File: config.mk
export PLATFORM = sky130hd
export DESIGN_NAME = bsc_front
export DESIGN_NICKNAME = d
export VERILOG_FILES = /design/src/rtl/bsc_pkg.sv /design/src/rtl/bsc_front.sv
export SDC_FILE = /design/constraint.sdc
export NUM_CORES = 2
export LEC_CHECK = 0
export BUFFER_PORTS_ARGS = -buffer_cell sky130_fd_sc_hd__buf_2
export CORE_ASPECT_RATIO = 0.6
export CORE_MARGIN = 5
export CORE_UTILIZATION = 40
export CTS_CLUSTER_DIAMETER = 40
export DETAILED_ROUTE_END_ITERATION = 10
export PLACE_DENSITY = 0.54
export SYNTH_ARGS = -nofsm -noshare
export SYNTH_HDL_FRONTEND = slang
export SYNTH_SLANG_ARGS = --single-unit
File: constraint.sdc
create_clock -name clk -period 8.5 [get_ports clk]
set_clock_uncertainty 0.15 [all_clocks]
set_input_delay 1.275 -clock clk [delete_from_list [all_inputs] [get_ports clk]]
set_output_delay 1.275 -clock clk [all_outputs]
set_load 0.02 [all_outputs]
File: src/rtl/bsc_pkg.sv
`timescale 1ns / 1ps
`default_nettype none

package bsc_pkg;

    // Calibration register indexes
    typedef enum logic [2:0] {
        CFG_SENS        = 3'd0,
        CFG_OFFSET      = 3'd1,
        CFG_SENS_TEMP   = 3'd2,
        CFG_OFFSET_TEMP = 3'd3,
        CFG_REF_TEMP    = 3'd4,
        CFG_TEMP_SLOPE  = 3'd5
    } cfg_idx_t;

    localparam logic signed [18:0] TEMP_REF     = 19'sd2000;
    // temp + 1500 expressed from temp - 2000
    localparam logic signed [18:0] TEMP_LOW_OFS = 19'sd3500;
    localparam logic [19:0]        P_MAX        = 20'hFFFFF;
    localparam logic [15:0]        TEMP_MIN     = 16'h8000;
    localparam logic [15:0]        TEMP_MAX     = 16'h7FFF;

    typedef struct packed {
        logic [15:0] sens;
        logic [15:0] offset;
        logic [15:0] sens_temp;
        logic [15:0] offset_temp;
        logic [15:0] ref_temp;
        logic [15:0] temp_slope;
    } cal_t;

    // First-order results
    typedef struct packed {
        logic [23:0]        d1;
        logic signed [17:0] a;      // temp - 2000
        logic signed [18:0] temp1;
        logic [17:0]        t2;
        logic signed [35:0] off;
        logic signed [34:0] sens;
    } front_t;

    // Second-order corrected values
    typedef struct packed {
        logic [23:0]        d1;
        logic signed [19:0] temp;
        logic signed [41:0] off;
        logic signed [39:0] sens;
    } corr_t;

endpackage

`default_nettype wire

File: src/rtl/bsc_front.sv
`timescale 1ns / 1ps
`default_nettype none

module bsc_front (
    input  wire logic            clk,
    input  wire logic            rst_n,
    input  wire logic            en,
    input  wire logic            in_valid,
    input  wire logic [23:0]     raw_pressure,
    input  wire logic [23:0]     raw_temperature,
    input  wire bsc_pkg::cal_t   cal,
    output logic                 out_valid,
    output bsc_pkg::front_t      out_data
);

    logic [2:0]          valid_reg;
    logic [23:0]         d1_s1_reg;
    logic [23:0]         d1_s2_reg;
    logic signed [24:0]  dt_next;
    logic signed [24:0]  dt_reg;
    logic signed [41:0]  mt_next;
    logic signed [41:0]  mo_next;
    logic signed [41:0]  ms_next;
    logic signed [41:0]  mt_reg;
    logic signed [41:0]  mo_reg;
    logic signed [41:0]  ms_reg;
    logic signed [49:0]  dd_next;
    logic [48:0]         dd_reg;
    bsc_pkg::front_t     s3_next;
    bsc_pkg::front_t     s3_reg;

    assign dt_next = $signed({1'b0, raw_temperature}) - $signed({1'b0, cal.ref_temp, 8'h00});

    assign mt_next = dt_reg * $signed({1'b0, cal.temp_slope});
    assign mo_next = dt_reg * $signed({1'b0, cal.offset_temp});
    assign ms_next = dt_reg * $signed({1'b0, cal.sens_temp});
    assign dd_next = dt_reg * dt_reg;

    // Floor shifts are part-selects of the two's complement products
    always_comb
    begin
        s3_next.d1    = d1_s2_reg;
        s3_next.a     = mt_reg[40:23];
        s3_next.temp1 = bsc_pkg::TEMP_REF + $signed({mt_reg[40], mt_reg[40:23]});
        s3_next.t2    = dd_reg[48:31];
        s3_next.off   = $signed({3'b000, cal.offset, 17'h00000})
                      + $signed({mo_reg[40], mo_reg[40:6]});
        s3_next.sens  = $signed({3'b000, cal.sens, 16'h0000})
                      + $signed({ms_reg[40], ms_reg[40:7]});
    end

    always_ff @(posedge clk or negedge rst_n)
    begin
        if (!rst_n)
        begin
            valid_reg <= '0;
        end
        else if (en)
        begin
            valid_reg <= {valid_reg[1:0], in_valid};
        end
    end

    always_ff @(posedge clk)
    begin
        if (en)
        begin
            d1_s1_reg <= raw_pressure;
            dt_reg    <= dt_next;
            d1_s2_reg <= d1_s1_reg;
            mt_reg    <= mt_next;
            mo_reg    <= mo_next;
            ms_reg    <= ms_next;
            dd_reg    <= dd_next[48:0];
            s3_reg    <= s3_next;
        end
    end

    assign out_valid = valid_reg[2];
    assign out_data  = s3_reg;

endmodule

`default_nettype wire

==> impl_metrics.ini <==
[run_status]
status = completed

[timing]
slew_violations = 0
period_needed_ns = 8.06
setup_violations = 0
rsz0062_at_grt = false
fmaxAchievable_mhz = 124
layout_worst_path_cycle_share = 0.949
finalSetupTns_ns = 0
slew_headroom = 0.340
max_slew.worst_pin.slew_ns = 0.991
report.final.hold_viol_count = 0

[layout]
drive_gt1_frac = 0.0764
area_growth_pct = 8.97
final_net_count = 9783
fin_area_sq_um = 78700
largest_reg_flops = 146
fin_cells = 9817

[floorplan]
dieWidth_um = 559
io_pins = 299
std_cell_rows = 120
coreArea_sq_um = 179000
die-area_sq_um = 189000
start_util = 0.404
die_height_um = 339

[place]
port_buffers = 298
dp_hpwl_mm = 152
dp.cells = 9716
gp_congestion = 0.889
place_area_sq_um = 76900

[synth]
yosys.cell_types.count = 74
synth_warnings = 0
ys_seq_elements = 327
avgSynthCellArea_sq_um = 10.0
yosysSeqAreaShare = 0.136
ys_top_cells_by_area = fa_1 49%, edfxtp_1 13%, inv_1 10%, ha_1 8.5%, and2_1 5.2%
synth.most_common_cell = inv_1
yosys.area.top_type = fa_1
yosys.area.top_type_share = 0.486
syn_area_sq_um = 72200
synth-edff-count = 324
synthesis.nets = 9584
synthTopCellsByCount = 1976 x inv_1, 1752 x fa_1, 934 x nand2_1, 606 x and2_1, 493 x ha_1
ys.flop_type = edfxtp_1
synthArstFlopShare = 0.00917
synthCells = 7191

[routing]
drt_iter0_drc = 2975
wirelength_mm = 188
met1_length_mm = 90.6
first_pass_iters = 5
wl_met3_mm = 17.0
drcViolationCount = 0
routed-wl-met2_mm = 77.5
viasPerCell = 4.76
num_vias = 46696
drtAntennaViolNets = 0
wl_per_cell_um = 19.1
route.top_layer_used = met5

[clock_network]
root_buffer = clkbuf_16
cts_tree = built
cts.path.max_buffers = 3
cts_hold_buf = 0
post_cts_buffers = 0
clk_latency_ns = 0.68
clkTransAtPathRegs_ns = 0.06
clkSinkCount = 327
cts-htree-levels = 2
cts-resized-gates = 0
cts_buffers = 51

[worst_setup_path]
cpPeakStageDelay_ns = 0.63
worstSetupEndpointType = register
cp.required_ns = 8.78
cp_common_cell = fa_1
path_class = reg -> reg
critPathLaunchType = register
crit_path_top_delay_cell = edfxtp_1
cp.arrival_ns = 8.34
cp_max_fo = 38

[grt]
grt_max_degree = 135
track_usage = 0.205
overflow = 0
antenna_found_initial = 14
grt_pass1_vias = 51734
grt_pass1_wl_mm = 302

[worst_hold_path]
hp-class = reg -> reg

[flow_run]
maxCapViolCount = 0
cells by family after synthesis:
logic type,synth area share
DFF,0.136
buffers and inverters,0.119
adders and majority gates,0.571
muxes,0.000606
and+or+nand+nor,0.121
AOI/OAI and AO/OA,0.0296
xor gates and xnor gates,0.0229
layout by cell type, fill, tap and decap left out, types with 8 or more instances in the layout:
cell / n
buf_2: 297
nor2b_1: 32
buf_12: 14
and3_1: 18
and2_1: 606
nand3_1: 25
nand2b_1: 24
fa_1: 1752
inv_1: 1976
xnor2_1: 141
o21a_1: 23
nand2_1: 934
nor2_1: 109
a21oi_1: 99
buf_4: 139
clkbuf_16: 51
ha_1: 493
nand4_1: 13
a211oi_1: 9
o21ai_0: 53
inv_6: 10
nor3_1: 36
a21boi_0: 10
a31oi_1: 11
o21ai_1: 8
xor2_1: 48
edfxtp_1: 324
a21o_1: 46
cell type report:
type                            count  area (sq um)
Multi-Input combinational cell   4583         53800
Sequential cell                   327          9800
Antenna cell                        5          12.5
Clock inverter                     41           531
Clock buffer                       55          1290
Timing Repair Buffer              451          2830
Fill cell                       17305        100000
Tap cell                         2379          2980
Inverter                         1976          7420
metal layers:
metal,global-route usage,vias up
met5,0,-
met4,0.0276,6
met3,0.0585,136
met2,0.293,1366
met1,0.316,23959
li1,-,21229
final timing paths:
| check | slack (ns) | to | depth (start not counted) | from |
|---|---|---|---|---|
| max | 0.44 | dd_reg[47] | 25 | dt_reg[6] |
| max in group asynchronous | 7.83 | valid_reg[1] | 1 | rst_n |
| min in group asynchronous | 0.27 | valid_reg[0] | 1 | rst_n |
| min reg2reg | 0.26 | out_data[81] | 0 | dd_reg[41] |
| min | 0.26 | out_data[81] | 0 | dd_reg[41] |
| max reg2reg | 0.44 | dd_reg[47] | 25 | dt_reg[6] |
per-stage QoR:
step,setup WS [ns],utilization,hold WS (ns)
6_report,0.435,0.440,0.264
5_1_grt,0.0341,0.440,0.218
3_3_place_gp,0.472,0.429,0.250
4_1_cts,0.441,0.440,0.202
3_5_place_dp,0.501,0.429,0.255
2_1_floorplan,1.09,-,0.250
critical path: cells and delay by family (launching register included):
kind | cells | cell delay (ns)
adders and majority gates | 8 | 3.59
and+or+nand+nor | 5 | 1.37
buffers and inverters | 7 | 1.20
AOI/OAI and AO/OA | 4 | 0.70
DFF | 1 | 0.63
xor gates and xnor gates | 1 | 0.12
Power is not shown: default switching activity piles up to over one toggle a cycle in this logic, so the estimate is an artifact.
