===== src/rtl/bsc_pkg.sv =====
`timescale 1ns / 1ps
`default_nettype none

package bsc_pkg;

    // Calibration register indexes
    typedef enum logic [2:0] {
        CFG_SENS        = 3'd0,
        CFG_OFFSET      = 3'd1,
        CFG_SENS_TEMP   = 3'd2,
        CFG_OFFSET_TEMP = 3'd3,
        CFG_REF_TEMP    = 3'd4,
        CFG_TEMP_SLOPE  = 3'd5
    } cfg_idx_t;

    localparam logic signed [18:0] TEMP_REF     = 19'sd2000;
    // temp + 1500 expressed from temp - 2000
    localparam logic signed [18:0] TEMP_LOW_OFS = 19'sd3500;
    localparam logic [19:0]        P_MAX        = 20'hFFFFF;
    localparam logic [15:0]        TEMP_MIN     = 16'h8000;
    localparam logic [15:0]        TEMP_MAX     = 16'h7FFF;

    typedef struct packed {
        logic [15:0] sens;
        logic [15:0] offset;
        logic [15:0] sens_temp;
        logic [15:0] offset_temp;
        logic [15:0] ref_temp;
        logic [15:0] temp_slope;
    } cal_t;

    // First-order results
    typedef struct packed {
        logic [23:0]        d1;
        logic signed [17:0] a;      // temp - 2000
        logic signed [18:0] temp1;
        logic [17:0]        t2;
        logic signed [35:0] off;
        logic signed [34:0] sens;
    } front_t;

    // Second-order corrected values
    typedef struct packed {
        logic [23:0]        d1;
        logic signed [19:0] temp;
        logic signed [41:0] off;
        logic signed [39:0] sens;
    } corr_t;

endpackage

`default_nettype wire


===== src/rtl/bsc_press.sv =====
`timescale 1ns / 1ps
`default_nettype none

module bsc_press (
    input  wire logic           clk,
    input  wire logic           rst_n,
    input  wire logic           en,
    input  wire logic           in_valid,
    input  wire bsc_pkg::corr_t in_data,
    output logic                out_valid,
    output logic [19:0]         pressure_pa,
    output logic signed [15:0]  temperature_centi,
    output logic                clipped
);

    logic [2:0]          valid_reg;

    logic [44:0]         pp_lo_next;
    logic signed [43:0]  pp_hi_next;
    logic                tclip_next;
    logic [15:0]         tsat_next;
    logic [44:0]         pp_lo_reg;
    logic signed [43:0]  pp_hi_reg;
    logic                tclip_s7_reg;
    logic [15:0]         tsat_s7_reg;
    logic signed [41:0]  off_s7_reg;

    logic signed [43:0]  pmid_next;
    logic signed [43:0]  pmid_reg;
    logic                tclip_s8_reg;
    logic [15:0]         tsat_s8_reg;
    logic signed [41:0]  off_s8_reg;

    logic signed [44:0]  diff;
    logic [29:0]         p_full;
    logic                pclip_next;
    logic [19:0]         psat_next;
    logic [19:0]         pressure_reg;
    logic [15:0]         temp_reg;
    logic                clipped_reg;

    // Split sens at bit 21: the low half is non-negative, so its floor
    // shift folds into the high product without loss
    assign pp_lo_next = in_data.d1 * in_data.sens[20:0];
    assign pp_hi_next = $signed({1'b0, in_data.d1}) * $signed(in_data.sens[39:21]);

    assign tclip_next = !((&in_data.temp[19:15]) || (~|in_data.temp[19:15]));
    assign tsat_next  = tclip_next ? (in_data.temp[19] ? bsc_pkg::TEMP_MIN : bsc_pkg::TEMP_MAX)
                                   : in_data.temp[15:0];

    assign pmid_next = pp_hi_reg + $signed({20'b0, pp_lo_reg[44:21]});

    assign diff   = $signed({pmid_reg[43], pmid_reg}) - $signed({{3{off_s8_reg[41]}}, off_s8_reg});
    assign p_full = diff[44:15];

    always_comb
    begin
        if (p_full[29])
        begin
            psat_next  = '0;
            pclip_next = 1'b1;
        end
        else if (|p_full[28:20])
        begin
            psat_next  = bsc_pkg::P_MAX;
            pclip_next = 1'b1;
        end
        else
        begin
            psat_next  = p_full[19:0];
            pclip_next = 1'b0;
        end
    end

    always_ff @(posedge clk or negedge rst_n)
    begin
        if (!rst_n)
        begin
            valid_reg <= '0;
        end
        else if (en)
        begin
            valid_reg <= {valid_reg[1:0], in_valid};
        end
    end

    always_ff @(posedge clk)
    begin
        if (en)
        begin
            pp_lo_reg    <= pp_lo_next;
            pp_hi_reg    <= pp_hi_next;
            tclip_s7_reg <= tclip_next;
            tsat_s7_reg  <= tsat_next;
            off_s7_reg   <= in_data.off;

            pmid_reg     <= pmid_next;
            tclip_s8_reg <= tclip_s7_reg;
            tsat_s8_reg  <= tsat_s7_reg;
            off_s8_reg   <= off_s7_reg;

            pressure_reg <= psat_next;
            temp_reg     <= tsat_s8_reg;
            clipped_reg  <= pclip_next | tclip_s8_reg;
        end
    end

    assign out_valid         = valid_reg[2];
    assign pressure_pa       = pressure_reg;
    assign temperature_centi = $signed(temp_reg);
    assign clipped           = clipped_reg;

endmodule

`default_nettype wire


===== config.mk =====
export PLATFORM = sky130hd
export DESIGN_NAME = bsc_press
export DESIGN_NICKNAME = d
export VERILOG_FILES = /design/src/rtl/bsc_pkg.sv /design/src/rtl/bsc_press.sv
export SDC_FILE = /design/constraint.sdc
export NUM_CORES = 2
export LEC_CHECK = 0
export BUFFER_PORTS_ARGS = -buffer_cell sky130_fd_sc_hd__clkbuf_2
export CORE_ASPECT_RATIO = 1.2
export CORE_UTILIZATION = 45
export CTS_BUF_LIST = sky130_fd_sc_hd__clkbuf_2 sky130_fd_sc_hd__clkbuf_4 sky130_fd_sc_hd__clkbuf_8
export DETAILED_ROUTE_END_ITERATION = 8
export SETUP_SLACK_MARGIN = 0.1
export SKIP_CTS_REPAIR_TIMING = 1
export SLEW_MARGIN = 20
export SYNTH_ARGS = -nofsm -noshare
export SYNTH_HDL_FRONTEND = slang
export SYNTH_SLANG_ARGS = --single-unit

===== constraint.sdc =====
create_clock -name clk -period 5.85 [get_ports clk]
set_input_delay 0.2925 -clock clk [delete_from_list [all_inputs] [get_ports clk]]
set_output_delay 0.2925 -clock clk [all_outputs]
set_load 0.05 [all_outputs]

==> out/results.txt <==
For the total cell area at the placement stage, the log shows 0.0487 mm2. The post-synthesis adder-cell area fraction was 0.482. Along the worst path, the maximum fanout reaches 5. The xor/xnor cell area share of the yosys netlist was 0.0251.

The tools report the element type at the critical path end as a flop. The run finished, with violations left. For the maximum number of pins on one net before global-route repair, the log shows 153. Counting every sink on the clock net gives 270.

The post-route clock period utilization works out to 1.09. For this run, the leading register cell type out of synthesis is edfxtp_1. The actual slew at the worst max-slew pin is 978 ps, and the via count of the first global-routing pass is 33,200. The run gives 3780 um as the wire length on met3. Port buffering added 167 buffers. The DRC violation total after the first TritonRoute iteration is 1,395.

The growth of design area from synthesis to finish is 20.2%, and the initial antenna violation count is 5. The number of nets with antenna violations after detailed routing came out at 0. The first global-routing pass estimated 175,000 um of wire.

The Yosys step of the flow raised 0 warnings. In this run the clock root is driven by a clkbuf_8. After synthesis, the cell types taking the most area are fa_1, edfxtp_1, ha_1.

The final reports fail on setup timing. The worst slew margin relative to its limit came out at 0.346. The cell area after synthesis is 0.0429 mm2, and the count of mapped cells out of synthesis is 4,356. TritonCTS created 44 clock buffers.

The finished cells cover 0.0515 mm2. The max-slew violation count was 0. Clock-pin slew was measured on the worst setup and hold paths at 60 ps. The cell type contributing the most total cell area after synthesis was fa_1.

The insertion delay of the later-clocked pin in the worst-skew pair was 630 ps. The die footprint is 0.0965 mm2, and the average via count per standard cell is 4.99. After the last flow step, the layout net total stands at 6,227. Post-synthesis average cell area: 9.84 um2. Across the run, the number of max-cap violations was 0. In the final routed layout, each cell accounts on average for 17.8 um. The pre-antenna-repair detailed-routing pass consisted of 5 iterations. Measured along the x axis, the die boundary spans 284 um. The area fraction of the dominant cell type after synthesis is 0.368. After detailed routing, the wire length on met1 is 46,100 um. Ranked by instance count, the synthesized netlist is headed by inv_1, fa_1, nand2_1, and2_1, ha_1. The half-perimeter wire length of the detailed placement result was 92,400 um; the synthesized-area fraction occupied by ao, oa, aoi and oai cells was 0.0573. Pin placement for this block handled 168 I/O pins. STA puts the critical path data arrival time at 6760 ps. The min-delay analysis places its worst path in the category in2reg. The die is 340 um tall. Startpoint type of the worst setup path: an input pin. The time the worst path needs with I/O delays and setup was 6370 ps.

In this run the number of H-tree levels came out at 2. The longest clock path from root to sink contains 3 buffers. Clock skew on the completed layout was measured at 46.2 ps.

The run gives 0.456 as the initial core utilization. By area, the combinational part of the netlist is dominated by adder cells. In this run the core area contains 123 standard-cell rows. At the end of routability-driven placement, the weighted congestion stood at 0.877. The worst register-to-register path begins at off_s8_reg[29].

The synthesized-area fraction occupied by and/or/nand/nor cells was 0.147; the total of flip-flops plus latches after synthesis was 270. The number of distinct library cell variants in the gate-level netlist after synthesis was 72. For the worst path setup slack after routing, the log shows -520 ps. The run gives 57,400 um as the detailed-routed wire length on met2. The detailed router used layers up to and including met5. Net count of the mapped netlist: 5,665.

The hold slack is 208 ps. In this run the worst setup path begins at in_data[112]. The share of synthesized area spent on multiplexers came out at 0.00152. The worst hold path begins at in_data[99].

Wires add up to 110,000 um. The tools report the data required time at the worst endpoint as 6240 ps. TritonCTS built the clock tree.

The fraction of the yosys area taken by sequential cells came out at 0.189. Setup violations remaining at the end of the flow were counted as 38. The layout cell share with drive strength beyond 1 came out at 0.185. The number of failing hold endpoints at the final stage was 0; the number of design rule violations left after detail routing was 0. For this run, the top clock speed supported by timing is 157 MHz. The run gives 0 as the aggregate global routing overflow. The tools report the core footprint as 0.0940 mm2. inv_1 is the most common cell in the netlist.

Total global-route track usage: 0.229. The class of the most critical setup path is in2reg. The fraction of registers with async set or reset after synthesis was 0.0111.

Setup repair after global routing could not meet its margin everywhere. The count of flip-flops with a built-in enable after synthesis works out to 267. The final route contains 30,900 vias.
## cell families after synthesis
logic type                 Yosys count
and+or+nand+nor                   1278
muxes                                6
xor gates and xnor gates           123
buffers and inverters             1123
adders and majority gates         1179
AOI/OAI and AO/OA                  377
DFF                                270
## cell type report
| type | instances | area [um2] |
|---|---|---|
| timing repair buffer | 716 | 6030 |
| clock buffer | 59 | 724 |
| inverter | 923 | 3460 |
| multi-input combinational | 2963 | 31500 |
| antenna | 1 | 2.50 |
| clock inverter | 21 | 166 |
| sequential | 270 | 8090 |
| fill | 8382 | 42500 |
| tap | 1250 | 1560 |
## layout by cell type (no fill, tap or decap), drive strengths merged, types with 23 or more instances in the layout
master | netlist | final
inv | 923 | 926
fa | 788 | 788
nand2 | 599 | 599
buf | 5 | 500
and2 | 416 | 416
ha | 391 | 391
edfxtp | 267 | 267
clkbuf | 195 | 214
a21oi | 125 | 125
xnor2 | 93 | 93
nor2 | 76 | 76
a21o | 71 | 71
o21ai | 64 | 64
dlygate4sd3 | 0 | 61
nand3 | 34 | 34
xor2 | 30 | 30
nor2b | 28 | 28
nand2b | 26 | 26
nand4 | 23 | 23
nor3 | 23 | 23
## metrics by stage
stage | setup TNS [ps] | setup WS (ps) | util | cells
after floorplan | -8820 | -534 | - | 4356
after global placement | -39040 | -1140 | 0.518 | 6014
after detailed placement | -43390 | -1220 | 0.518 | 6014
after CTS | -10100 | -524 | 0.527 | 6094
after global routing | -17780 | -687 | 0.548 | 6203
final | -11420 | -520 | 0.548 | 6203
## worst max-delay path: stages
cell,delay [ps]
buf_12,110
buf_4,130
buf_8,130
clkbuf_16,150
and2_4,150
fa_1,480
inv_1,50
fa_1,490
inv_2,40
fa_2,360
fa_1,590
inv_2,50
fa_1,480
inv_2,40
fa_2,540
ha_4,200
ha_4,150
a21o_1,160
a21o_1,150
a21o_1,190
a211oi_2,270
o31ai_4,140
a221o_1,390
o41a_1,440
a211o_1,320
a21oi_2,130
xnor2_1,90
## final timing paths
path	endpoint	slack (ps)	depth (start not counted)
min in group asynchronous	valid_reg[0]	590	3
min reg2reg	off_s8_reg[25]	420	0
max reg2reg	pressure_pa[12]	1680	13
max in group asynchronous	valid_reg[2]	5120	3
min	tclip_s7_reg	210	4
max	pp_hi_reg[41]	-520	27
## layer usage
layer / vias up / track usage
li1: 14500 / -
met3: 141 / 0.0227
met5: - / 0
met2: 581 / 0.425
met4: 6 / 0.0547
met1: 15700 / 0.283
Power is left out: the tool's default activity adds up to more than one toggle a clock period on the data nets, which glitch-free logic cannot reach.
