### config.mk
export PLATFORM = sky130hd
export DESIGN_NAME = bsc_corr
export DESIGN_NICKNAME = d
export VERILOG_FILES = /design/src/rtl/bsc_pkg.sv /design/src/rtl/bsc_corr.sv
export SDC_FILE = /design/constraint.sdc
export NUM_CORES = 2
export LEC_CHECK = 0
export BUFFER_PORTS_ARGS = -buffer_cell sky130_fd_sc_hd__clkbuf_2
export CORE_ASPECT_RATIO = 0.75
export CORE_MARGIN = 5
export CORE_UTILIZATION = 30
export CTS_BUF_LIST = sky130_fd_sc_hd__clkbuf_16
export DETAILED_ROUTE_END_ITERATION = 8
export SYNTH_ARGS = -nofsm -noshare
export SYNTH_HDL_FRONTEND = slang
export SYNTH_SLANG_ARGS = --single-unit
### constraint.sdc
create_clock -name clk -period 8 [get_ports clk]
set_input_delay 1.6 -clock clk [delete_from_list [all_inputs] [get_ports clk]]
set_output_delay 1.6 -clock clk [all_outputs]
set_load 0.02 [all_outputs]
### src/rtl/bsc_pkg.sv
`timescale 1ns / 1ps
`default_nettype none

package bsc_pkg;

    // Calibration register indexes
    typedef enum logic [2:0] {
        CFG_SENS        = 3'd0,
        CFG_OFFSET      = 3'd1,
        CFG_SENS_TEMP   = 3'd2,
        CFG_OFFSET_TEMP = 3'd3,
        CFG_REF_TEMP    = 3'd4,
        CFG_TEMP_SLOPE  = 3'd5
    } cfg_idx_t;

    localparam logic signed [18:0] TEMP_REF     = 19'sd2000;
    // temp + 1500 expressed from temp - 2000
    localparam logic signed [18:0] TEMP_LOW_OFS = 19'sd3500;
    localparam logic [19:0]        P_MAX        = 20'hFFFFF;
    localparam logic [15:0]        TEMP_MIN     = 16'h8000;
    localparam logic [15:0]        TEMP_MAX     = 16'h7FFF;

    typedef struct packed {
        logic [15:0] sens;
        logic [15:0] offset;
        logic [15:0] sens_temp;
        logic [15:0] offset_temp;
        logic [15:0] ref_temp;
        logic [15:0] temp_slope;
    } cal_t;

    // First-order results
    typedef struct packed {
        logic [23:0]        d1;
        logic signed [17:0] a;      // temp - 2000
        logic signed [18:0] temp1;
        logic [17:0]        t2;
        logic signed [35:0] off;
        logic signed [34:0] sens;
    } front_t;

    // Second-order corrected values
    typedef struct packed {
        logic [23:0]        d1;
        logic signed [19:0] temp;
        logic signed [41:0] off;
        logic signed [39:0] sens;
    } corr_t;

endpackage

`default_nettype wire

### src/rtl/bsc_corr.sv
`timescale 1ns / 1ps
`default_nettype none

module bsc_corr (
    input  wire logic            clk,
    input  wire logic            rst_n,
    input  wire logic            en,
    input  wire logic            in_valid,
    input  wire bsc_pkg::front_t in_data,
    output logic                 out_valid,
    output bsc_pkg::corr_t       out_data
);

    logic [2:0]          valid_reg;

    // Squares
    logic signed [35:0]  a2_next;
    logic signed [18:0]  b_val;
    logic signed [37:0]  b2_next;
    logic [34:0]         a2_reg;
    logic [35:0]         b2_reg;
    logic                low_reg;
    logic                bneg_reg;
    logic [23:0]         d1_s4_reg;
    logic signed [18:0]  temp1_s4_reg;
    logic [17:0]         t2_s4_reg;
    logic signed [35:0]  off_s4_reg;
    logic signed [34:0]  sens_s4_reg;

    // Correction terms
    logic [40:0]         a2x61;
    logic [39:0]         b2x15;
    logic [36:0]         off2a_next;
    logic [37:0]         off2b_next;
    logic [35:0]         sens2a_next;
    logic [37:0]         sens2b_next;
    logic signed [19:0]  temp_next;
    logic [36:0]         off2a_reg;
    logic [37:0]         off2b_reg;
    logic [35:0]         sens2a_reg;
    logic [37:0]         sens2b_reg;
    logic signed [19:0]  temp_s5_reg;
    logic [23:0]         d1_s5_reg;
    logic signed [35:0]  off_s5_reg;
    logic signed [34:0]  sens_s5_reg;

    bsc_pkg::corr_t      s6_next;
    bsc_pkg::corr_t      s6_reg;

    assign a2_next = in_data.a * in_data.a;
    assign b_val   = $signed({in_data.a[17], in_data.a}) + bsc_pkg::TEMP_LOW_OFS;
    assign b2_next = b_val * b_val;

    assign a2x61 = {a2_reg, 6'b0} - {4'b0, a2_reg, 2'b0} + {6'b0, a2_reg};
    assign b2x15 = {b2_reg, 4'b0} - {4'b0, b2_reg};

    // Below -15.00 C the square of temp + 1500 stays under 2^34
    assign off2a_next  = low_reg ? a2x61[40:4] : '0;
    assign off2b_next  = (low_reg && bneg_reg) ? b2x15[37:0] : '0;
    assign sens2a_next = low_reg ? {a2_reg, 1'b0} : '0;
    assign sens2b_next = (low_reg && bneg_reg) ? {b2_reg[34:0], 3'b000} : '0;
    assign temp_next   = $signed({temp1_s4_reg[18], temp1_s4_reg})
                       - $signed(low_reg ? {2'b00, t2_s4_reg} : 20'd0);

    always_comb
    begin
        s6_next.d1   = d1_s5_reg;
        s6_next.temp = temp_s5_reg;
        s6_next.off  = $signed({{6{off_s5_reg[35]}}, off_s5_reg})
                     - $signed({5'b0, off2a_reg}) - $signed({4'b0, off2b_reg});
        s6_next.sens = $signed({{5{sens_s5_reg[34]}}, sens_s5_reg})
                     - $signed({4'b0, sens2a_reg}) - $signed({2'b0, sens2b_reg});
    end

    always_ff @(posedge clk or negedge rst_n)
    begin
        if (!rst_n)
        begin
            valid_reg <= '0;
        end
        else if (en)
        begin
            valid_reg <= {valid_reg[1:0], in_valid};
        end
    end

    always_ff @(posedge clk)
    begin
        if (en)
        begin
            a2_reg       <= a2_next[34:0];
            b2_reg       <= b2_next[35:0];
            low_reg      <= in_data.a[17];
            bneg_reg     <= b_val[18];
            d1_s4_reg    <= in_data.d1;
            temp1_s4_reg <= in_data.temp1;
            t2_s4_reg    <= in_data.t2;
            off_s4_reg   <= in_data.off;
            sens_s4_reg  <= in_data.sens;

            off2a_reg    <= off2a_next;
            off2b_reg    <= off2b_next;
            sens2a_reg   <= sens2a_next;
            sens2b_reg   <= sens2b_next;
            temp_s5_reg  <= temp_next;
            d1_s5_reg    <= d1_s4_reg;
            off_s5_reg   <= off_s4_reg;
            sens_s5_reg  <= sens_s4_reg;

            s6_reg       <= s6_next;
        end
    end

    assign out_valid = valid_reg[2];
    assign out_data  = s6_reg;

endmodule

`default_nettype wire

==> out/results.txt <==
For the pin with the worst max-slew slack, the measured transition is 1.05 ns. The peak per-stage delay on the critical path is 0.56 ns, and the fraction of post-synthesis cell area in the top cell type by area is 0.340. The tools report the worst clock skew on the final layout as 0.0201 ns. The HPWL after detailed placement is 110000 µm. The net count of the finished layout is 6606. The tools report the launching element type of the critical path as an input port. Layout cell share with drive strength beyond 1: 0.182.

No sink is reached through more buffers than the 3 on the longest clock path. For the worst relative slew slack, the log shows 0.285. The commonest cells after synthesis are sky130_fd_sc_hd__inv_1, sky130_fd_sc_hd__fa_1, sky130_fd_sc_hd__edfxtp_1, sky130_fd_sc_hd__ha_1, sky130_fd_sc_hd__nor2_1. The final critical-path share of the clock period was 1.06; the starting density of the core was 0.302.

The routed wire length per instance came out at 17.3 µm. The number of iterations in the first detailed-routing pass was 5; the count of pins on the block boundary was 281. The share of flip-flops with an asynchronous set or reset was 0.00514.

The region available for standard cell placement spans 170000 µm². The run finished, with violations left. The run gives 0.341 as the register area share after synthesis. The commonest register cell after synthesis was sky130_fd_sc_hd__edfxtp_1.

The final max-slew violation count is 0. Entering global routing, the biggest net connects 155 pins. The number of flops mapped to enable cells by yosys was 581. After synthesis, the cell types taking the most area are sky130_fd_sc_hd__edfxtp_1, sky130_fd_sc_hd__fa_1, sky130_fd_sc_hd__ha_1, sky130_fd_sc_hd__inv_1, sky130_fd_sc_hd__xnor2_1.

TritonCTS built the clock tree. The width of the die came out at 488 µm. Summed over all layers, the routed wires come to 133000 µm.

Counting every net in the synthesized netlist gives 5882. In this run the cell area of the synthesized design comes to 51400 µm². The logs give 2 for the level count of the clock H-tree and 0 for the total congestion overflow. The register with the most flip-flops in the layout has 124 of them. The detail route stage leaves a number of antenna-violating nets equal to 0.

Setup repair after global routing could not meet its margin everywhere. Relative to the synthesized area, the layout overhead comes to 19.9%. Row count: 131. The tightest min-delay check is of the reg2reg type.

The source-to-sink clock delay at the later pin of the worst-skew pair was 0.63 ns. The final weighted congestion in routability-driven placement was 0.906. The average instance in the mapped netlist occupies 11.1 µm². The number of library cell types mapped by synthesis came out at 91. After clock tree synthesis, the clock-pin slew on the worst setup and hold paths is 0.06 ns. The tool flagged a number of max-cap violations equal to 0. The tools report the multi-input combinational cell area as 30000 µm². The arrival time at the worst endpoint was 8.84 ns. The final critical-path required period is 8.48 ns, and the via total after detailed routing is 34200.

In the routed layout, each cell is associated on average with a via count of 4.47. The logs give 4625 for the instance count of the mapped netlist and 35900 for the number of global-route vias before repair. For the overall die area, the log shows 180000 µm². The critical path in this run is classified as in2reg. The synthesized design spends more area on one cell type than any other, namely sky130_fd_sc_hd__edfxtp_1.

The kind of capture point of the worst setup path is a flip-flop. Setup violations remaining at the end of the flow were counted as 8. The post-cts hold buffer count was 0; the count of endpoints failing hold in the final timing report was 0. Hold is met by 0.411 ns.

The layout has 16800 filler cells. In the final layout, flip-flops and latches occupy 17500 µm². Overall routing resource usage: 0.147. The tools report the buffer type at the clock tree root as sky130_fd_sc_hd__clkbuf_16. For the slack of the critical path, the log shows -0.477 ns. The final reports fail on negative setup slack. Worst endpoint required time: 8.36 ns. Yosys printed 0 warnings.

First-iteration detailed-routing DRC count: 2261. CTS buffer count: 61. The die is 368 µm tall. The share of the core filled with cells in the final layout is 0.362. The flip-flop and latch count after synthesis was 584. The most instantiated library cell after synthesis is sky130_fd_sc_hd__inv_1. The first global-routing pass estimated 207000 µm of wire. The number of antenna violations at the first check in global routing is 11, and the number of DRC violations after detailed routing is 0. The count of buffers added on input and output ports is 280. The slowest stage of the critical path belongs to the cell sky130_fd_sc_hd__fa_1. Of all nets on the critical path, the largest fanout is 4. The clock net in this run drives a total of 584 sinks. Static timing analysis puts the maximum clock frequency at 118 MHz.
## final timing paths
check	startpoint	endpoint	slack [ns]	cells past startpoint
min in group asynchronous	rst_n	valid_reg[0]	0.76	1
max	in_data[110]	b2_reg[32]	-0.48	35
max reg2reg	off2b_reg[1]	out_data[78]	3.28	16
min reg2reg	d1_s4_reg[18]	d1_s5_reg[18]	0.41	0
min	d1_s4_reg[18]	d1_s5_reg[18]	0.41	0
max in group asynchronous	rst_n	valid_reg[2]	7.12	1
## final cells by class
class / count / area share
multi-input combinational: 2870 / 0.487
sequential: 584 / 0.284
timing repair buffer: 743 / 0.0826
inverter: 1089 / 0.0668
tap: 2261 / 0.0459
clock buffer: 63 / 0.0256
clock inverter: 49 / 0.00701
antenna: 4 / 0.000162
## cells in the final DEF (no fill, tap or decap), types with 36 or more instances in the layout
master,instances
sky130_fd_sc_hd__nand2_1,276
sky130_fd_sc_hd__nor2b_1,36
sky130_fd_sc_hd__nand3_1,38
sky130_fd_sc_hd__xnor2_1,148
sky130_fd_sc_hd__edfxtp_1,581
sky130_fd_sc_hd__clkbuf_2,277
sky130_fd_sc_hd__o21ai_0,83
sky130_fd_sc_hd__xor2_1,73
sky130_fd_sc_hd__a21o_1,93
sky130_fd_sc_hd__clkbuf_16,63
sky130_fd_sc_hd__o21a_1,42
sky130_fd_sc_hd__nor3_1,44
sky130_fd_sc_hd__ha_1,374
sky130_fd_sc_hd__nor2_1,316
sky130_fd_sc_hd__and2_1,80
sky130_fd_sc_hd__nand2b_1,38
sky130_fd_sc_hd__inv_1,1077
sky130_fd_sc_hd__buf_4,442
sky130_fd_sc_hd__a21oi_1,145
sky130_fd_sc_hd__fa_1,703
## stage by stage
stage	setup TNS, ns	instances	setup slack [ns]	area [µm²]
after floorplan	-6.23	4625	-0.909	51700
after global placement	-17.24	7514	-1.31	58900
after detailed placement	-19.89	7514	-1.39	58900
after CTS	-2.49	7641	-0.535	61200
after global routing	-4.64	7660	-0.713	61600
final	-2.15	7663	-0.477	61600
## routing by layer
| layer | track usage | wire length [µm] | up-vias |
|---|---|---|---|
| li1 | - | - | 16300 |
| met1 | 0.213 | 62400 | 16900 |
| met4 | 0.0296 | 2890 | 6 |
| met3 | 0.0352 | 10800 | 134 |
| met5 | 0 | 40 | - |
| met2 | 0.224 | 56500 | 917 |
## worst max-delay path: cells and delay by family
| family | cells | cell delay (ns) |
|---|---|---|
| AOI/OAI and AO/OA | 9 | 1.83 |
| xor gates and xnor gates | 2 | 0.15 |
| adders and majority gates | 9 | 4.00 |
| buffers and inverters | 9 | 0.60 |
| and+or+nand+nor | 6 | 0.66 |
## timing repair
action                                 CTS  global route
pin swaps                               39            67
buffers inserted                        15            21
resized for setup                       41            64
setup endpoints to repair               13            22
endpoints found under the hold margin    0             0
## cell families after synthesis
logic type | synth area share
compound gates | 0.0758
xor+xnor | 0.0389
fa+ha+maj | 0.373
buf+inv | 0.0858
flops | 0.341
mux | 0.00149
other cells | 0.0000730
simple gates | 0.0842
Power is not shown: default switching activity piles up to over one toggle a cycle in this logic, so the estimate is an artifact.
